$ cat src/ght_pkg.sv
package ght_pkg;

    typedef enum logic [2:0] {
        ACT_ALLOC   = 3'd0,
        ACT_LEASE   = 3'd1,
        ACT_RELEASE = 3'd2,
        ACT_FREE    = 3'd3,
        ACT_FIND    = 3'd4,
        ACT_COUNT   = 3'd5
    } action_t;

    typedef enum logic [2:0] {
        STS_OK       = 3'd0,
        STS_FULL     = 3'd1,
        STS_INVALID  = 3'd2,
        STS_DEFERRED = 3'd3,
        STS_REFUSED  = 3'd4,
        STS_FREED    = 3'd5,
        STS_NOTFOUND = 3'd6,
        STS_OVERFLOW = 3'd7
    } status_t;

    localparam logic [1:0] ST_FREE = 2'd0;
    localparam logic [1:0] ST_USED = 2'd1;
    localparam logic [1:0] ST_PEND = 2'd2;

    localparam logic [15:0] GEN_MAX = 16'hFFFF;
    localparam logic [15:0] REF_MAX = 16'hFFFF;
    localparam logic [8:0]  CNT_MAX = 9'd511;

    typedef struct packed {
        logic [2:0]  action;
        logic [7:0]  slot;
        logic [15:0] generation;
        logic [31:0] data_word;
        logic [7:0]  type_code;
        logic        find_first;
        logic        pending_only;
    } in_item_t;

    typedef struct packed {
        logic [2:0]  status;
        logic [7:0]  out_slot;
        logic [15:0] out_generation;
        logic [31:0] out_data;
        logic [8:0]  used_count;
    } out_item_t;

    typedef enum logic [3:0] {
        CMD_NONE,
        CMD_LATCH,
        CMD_CLEAR,
        CMD_READ,
        CMD_EXEC,
        CMD_SCAN_START,
        CMD_SCAN_STEP,
        CMD_LINK,
        CMD_RESULT
    } cmd_t;

    typedef struct packed {
        logic clear_done;
        logic scan_done;
        logic retire;
    } dp_status_t;

endpackage

$ cat src/ght_ctrl.sv
module ght_ctrl
    import ght_pkg::*;
(
    input  logic       clk,
    input  logic       rst_n,
    input  logic       in_valid,
    output logic       in_ready,
    input  logic       out_valid,
    input  logic       out_ready,
    input  logic [2:0] action,
    input  dp_status_t stat,
    output cmd_t       cmd
);

    typedef enum logic [2:0] {
        S_CLEAR,
        S_IDLE,
        S_READ,
        S_EXEC,
        S_SCAN,
        S_LINK,
        S_DONE
    } state_t;

    state_t state_reg, state_next;
    logic   out_free;

    assign out_free = !out_valid || out_ready;
    assign in_ready = (state_reg == S_IDLE) && !out_valid;

    always_comb
    begin
        state_next = state_reg;
        cmd        = CMD_NONE;
        case (state_reg)
            S_CLEAR:
            begin
                cmd = CMD_CLEAR;
                if (stat.clear_done)
                    state_next = S_IDLE;
            end
            S_IDLE:
            begin
                if (in_valid && !out_valid)
                begin
                    cmd = CMD_LATCH;
                    state_next = S_READ;
                end
            end
            S_READ:
            begin
                if (action == ACT_FIND || action == ACT_COUNT)
                begin
                    cmd = CMD_SCAN_START;
                    state_next = S_SCAN;
                end
                else
                begin
                    cmd = CMD_READ;
                    state_next = S_EXEC;
                end
            end
            S_EXEC:
            begin
                cmd = CMD_EXEC;
                state_next = S_LINK;
            end
            S_SCAN:
            begin
                cmd = CMD_SCAN_STEP;
                if (stat.scan_done)
                    state_next = S_DONE;
            end
            S_LINK:
            begin
                cmd = CMD_LINK;
                state_next = S_DONE;
            end
            S_DONE:
            begin
                if (out_free)
                begin
                    cmd = CMD_RESULT;
                    state_next = S_IDLE;
                end
            end
            default:
                state_next = S_IDLE;
        endcase
    end

    always_ff @(posedge clk or negedge rst_n)
    begin
        if (!rst_n)
            state_reg <= S_CLEAR;
        else
            state_reg <= state_next;
    end

    assert property (@(posedge clk) disable iff (!rst_n)
        in_ready |-> state_reg == S_IDLE)
        else $error("ready outside idle");
    assert property (@(posedge clk) disable iff (!rst_n)
        (state_reg == S_EXEC) |=> (state_reg == S_LINK))
        else $error("exec not followed by link");
    assert property (@(posedge clk) disable iff (!rst_n)
        (in_valid && in_ready) |=> (state_reg == S_READ))
        else $error("accept lost");

endmodule

$ cat config.mk
export PLATFORM = sky130hd
export DESIGN_NAME = ght_ctrl
export DESIGN_NICKNAME = d
export VERILOG_FILES = /design/src/ght_pkg.sv /design/src/ght_ctrl.sv
export SDC_FILE = /design/constraint.sdc
export NUM_CORES = 1
export LEC_CHECK = 0
export BUFFER_PORTS_ARGS = -buffer_cell sky130_fd_sc_hd__buf_2
export CAP_MARGIN = 20
export CELL_PAD_IN_SITES_DETAIL_PLACEMENT = 0
export CELL_PAD_IN_SITES_GLOBAL_PLACEMENT = 1
export CORE_AREA = 3 3 40 42
export DETAILED_ROUTE_END_ITERATION = 8
export DIE_AREA = 0 0 43 45
export PLACE_DENSITY_LB_ADDON = 0.1
export SETUP_SLACK_MARGIN = 0.02
export SLEW_MARGIN = 40
export SYNTH_ARGS = -nofsm -noshare
export SYNTH_HDL_FRONTEND = slang
export SYNTH_SLANG_ARGS = --single-unit
$ cat constraint.sdc
create_clock -name clk -period 1.33 [get_ports clk]
set_input_delay 0.133 -clock clk [delete_from_list [all_inputs] [get_ports clk]]
set_output_delay 0.133 -clock clk [all_outputs]
set_load 0.01 [all_outputs]
==> results.yml <==
outcome:
  status: "complete, but fails checks"
  violations: "negative setup slack"
yosys:
  ys_seq_area_frac: 0.2419
  synth.largest_area_cell: "dfrtp_1"
  ys_warn_count: 0
  yosysTopAreaCellShare: 0.2419
  syn_area_per_cell_um2: 8.166
  synthDistinctLibCells: 23
  netlist_instances: 38
  syn_nets: 49
  synth.cell_area_um2: 310.3
  synth.top_cells.by_area: "dfrtp_1 24%, nor2b_1 8.1%, buf_6 7.3%"
  synth-seq-cells: 3
setup_path:
  worst-setup-path-type: "register to output pin"
  arrival_ns: 1.26
  cp_slowest_stage_delay_ns: 0.42
  cp_data_required_time_ns: 1.20
  start_kind: "register"
  crit_fanout: 3
  cp_top_family: "simple AND/OR/NAND/NOR gates"
  crit_slowest_cell: "dfrtp_2"
  worstPathCellList: "or3b_4 > nor2_2 > buf_2"
  crit_buf_inv: 1
  end_kind: "output pin"
clock_tree:
  path_clk_slew_ns: 0.04
  cts_tree: "done"
  cts_made_buffers: 3
  clock_latency_ns: 0.24
  cts.path.max_buffers: 2
  cts-root-buf: "clkbuf_4"
  cts-htree-levels: 1
  cts.sinks: 3
die:
  num_rows: 13
  die_area_um2: 1935
  fp.dieH_um: 45
  core_um2: 1285
  io_pins: 16
  initial_core_util: 0.2415
  die_w_um: 43
pwr:
  p_seq_frac: 0.155
  p_comb_frac: 0.720
  vdd_ir_drop_max_v: 0.0006746
  total_power_w: 0.001357
  p_sw_w: 0.0005772
  p_clk_frac: 0.125
  p_per_area_nw_per_um2: 2443
  power.leakage_nw: 0.2465
  cell_internal_pwr_w: 0.0007800
  p_sw_frac: 0.4253
sta:
  setup_viol: 3
  rsz0062_at_grt: "yes"
  tightest_slew_ns: 0.3850
  slew_viol_final: 0
  worst_slack_ns: -0.06544
  fmax_mhz: 716.6
  finalHoldViolCount: 0
  period_share: 1.049
  finalClockSkew_ns: 0.004406
  relSlewSlack: 0.7428
  period_needed_ns: 1.395
place:
  post-place-ws_ns: 0.02536
  place_inst: 66
  hpwl_um: 614.4
  place.gp.congestion: 0.7682
  portBuffers: 13
finish:
  ff_latch_area_um2: 78.83
  largest_reg_flops: 3
  multi_input_area_um2: 254.0
  stdcell_count: 79
  nNetsFinal: 76
  layout-drive-gt1-share: 0.6719
  final.fill_count: 146
  n_antenna_cell: 0
  syn_to_final_growth_pct: 79.03
drt:
  avgRoutedWirePerCell_um: 13.29
  drtAntennaViolNets: 0
  route.detailed.drc: 0
  vias: 381
  drt-vias-per-instance: 4.823
  dr.pass1.iters: 4
  wirelength_mm: 1.050
  dr.first_iter.drc_count: 1
grt:
  antenna_found_initial: 0
  grtUsageMet2: 0.1617
  gr-max-usage-layer: "met2"
  grt-ovfl-total: 0
  grt_usage: 0.1050
  grt_max_degree: 7
  grt_util_met3: 0.05179
  grt_pass1_vias: 339
  met1_usage: 0.1425
  grt_pass1_wl_mm: 1.545
worst_hold_path:
  worstHoldPathType: "input port to asynchronous set/reset pin"
job:
  cap_violations: 0
[cell families after synthesis]
family,count (synthesis),synth area share
AOI/OAI and AO/OA,10,0.2419
buffers and inverters,5,0.1129
DFF,3,0.2419
and+or+nand+nor,20,0.4032
[layout by cell type, fill, tap and decap left out, types with 2 or more instances in the layout]
master    instances
o22ai_1           2
buf_2            13
clkbuf_4          3
buf_6             2
buf_4             9
dfrtp_2           3
nor2b_1           4
[layout make-up]
cell class	instances	area share
multi-input combinational	30	0.4572
timing repair buffer	25	0.2973
sequential	3	0.1419
clock buffer	4	0.04730
tap	15	0.03378
inverter	2	0.02252
[metal layers]
layer  vias to the layer above  routed length [um]
met1                       179                 447
met2                        13                 539
met5                         -                   0
met3                         0                  63
li1                        189                   -
met4                         0                   0
[through the flow]
step	hold WS [ns]	utilization	area (um^2)	setup TNS (ns)
6_report	0.2160	0.4323	555.5	-0.1001
5_1_grt	0.2335	0.4323	555.5	-0.3022
4_1_cts	0.2194	0.3934	505.5	-0.1268
3_5_place_dp	-0.06931	0.3028	389.1	0
3_3_place_gp	-0.07493	0.3028	389.1	0
2_1_floorplan	-0.1626	-	310.3	0
[worst reg2reg max path, delay by kind of cell, from the launching register on]
kind | cells | cell delay (ns)
flip-flops | 1 | 0.43
AND/OR/NAND/NOR | 2 | 0.47
AO/OA/AOI/OAI | 1 | 0.09
buffers and inverters | 1 | 0.16
[timing repair]
item | in CTS | in global routing
hold buffers | 1 | 0
endpoints found under the setup margin | 6 | 7
setup buffers | 7 | 1
resized for setup | 11 | 11
endpoints found under the hold margin | 3 | 0
pin swaps | 3 | 2
[Yosys cell counts]
master     number
nor3_1          1
nor4_1          1
o22ai_1         2
o211ai_1        1
a21oi_1         2
and2_0          1
nand2b_4        1
nor2_1          3
or3b_1          1
a211oi_2        1
nor3b_1         2
o21a_1          1
nand3b_1        1
inv_1           2
nor2b_1         4
dfrtp_1         3
nand2_1         3
o21ai_0         2
and3b_1         1
a2111oi_2       1
buf_2           1
or3_1           1
buf_6           2
[path summary, 6_finish.rpt]
check | startpoint | to | slack (ns) | depth (start not counted)
hold / removal | rst_n | state_reg[2]$_DFFE_PN0P_ | 0.22 | 2
setup / recovery | state_reg[1]$_DFFE_PN0P_ | in_ready | -0.07 | 3
max in group asynchronous | rst_n | state_reg[1]$_DFFE_PN0P_ | 0.99 | 2
hold reg to reg | state_reg[2]$_DFFE_PN0P_ | state_reg[2]$_DFFE_PN0P_ | 0.73 | 3
min in group clk | out_ready | state_reg[2]$_DFFE_PN0P_ | 0.25 | 4
setup reg to reg | state_reg[2]$_DFFE_PN0P_ | state_reg[0]$_DFFE_PN0P_ | 0.08 | 4
[power by group through the flow]
| stage | Clock [W] | Sequential (W) | Combinational (W) |
|---|---|---|---|
| detailed placement | 0 | 0.000253 | 0.000542 |
| CTS | 0.000170 | 0.000207 | 0.000842 |
| floorplan | 0 | 0.000158 | 0.000482 |
| global placement | 0 | 0.000253 | 0.000537 |
| global route | 0.000181 | 0.000219 | 0.00104 |
| finish | 0.000170 | 0.000211 | 0.000977 |
Power figures use the tool's default switching activity.
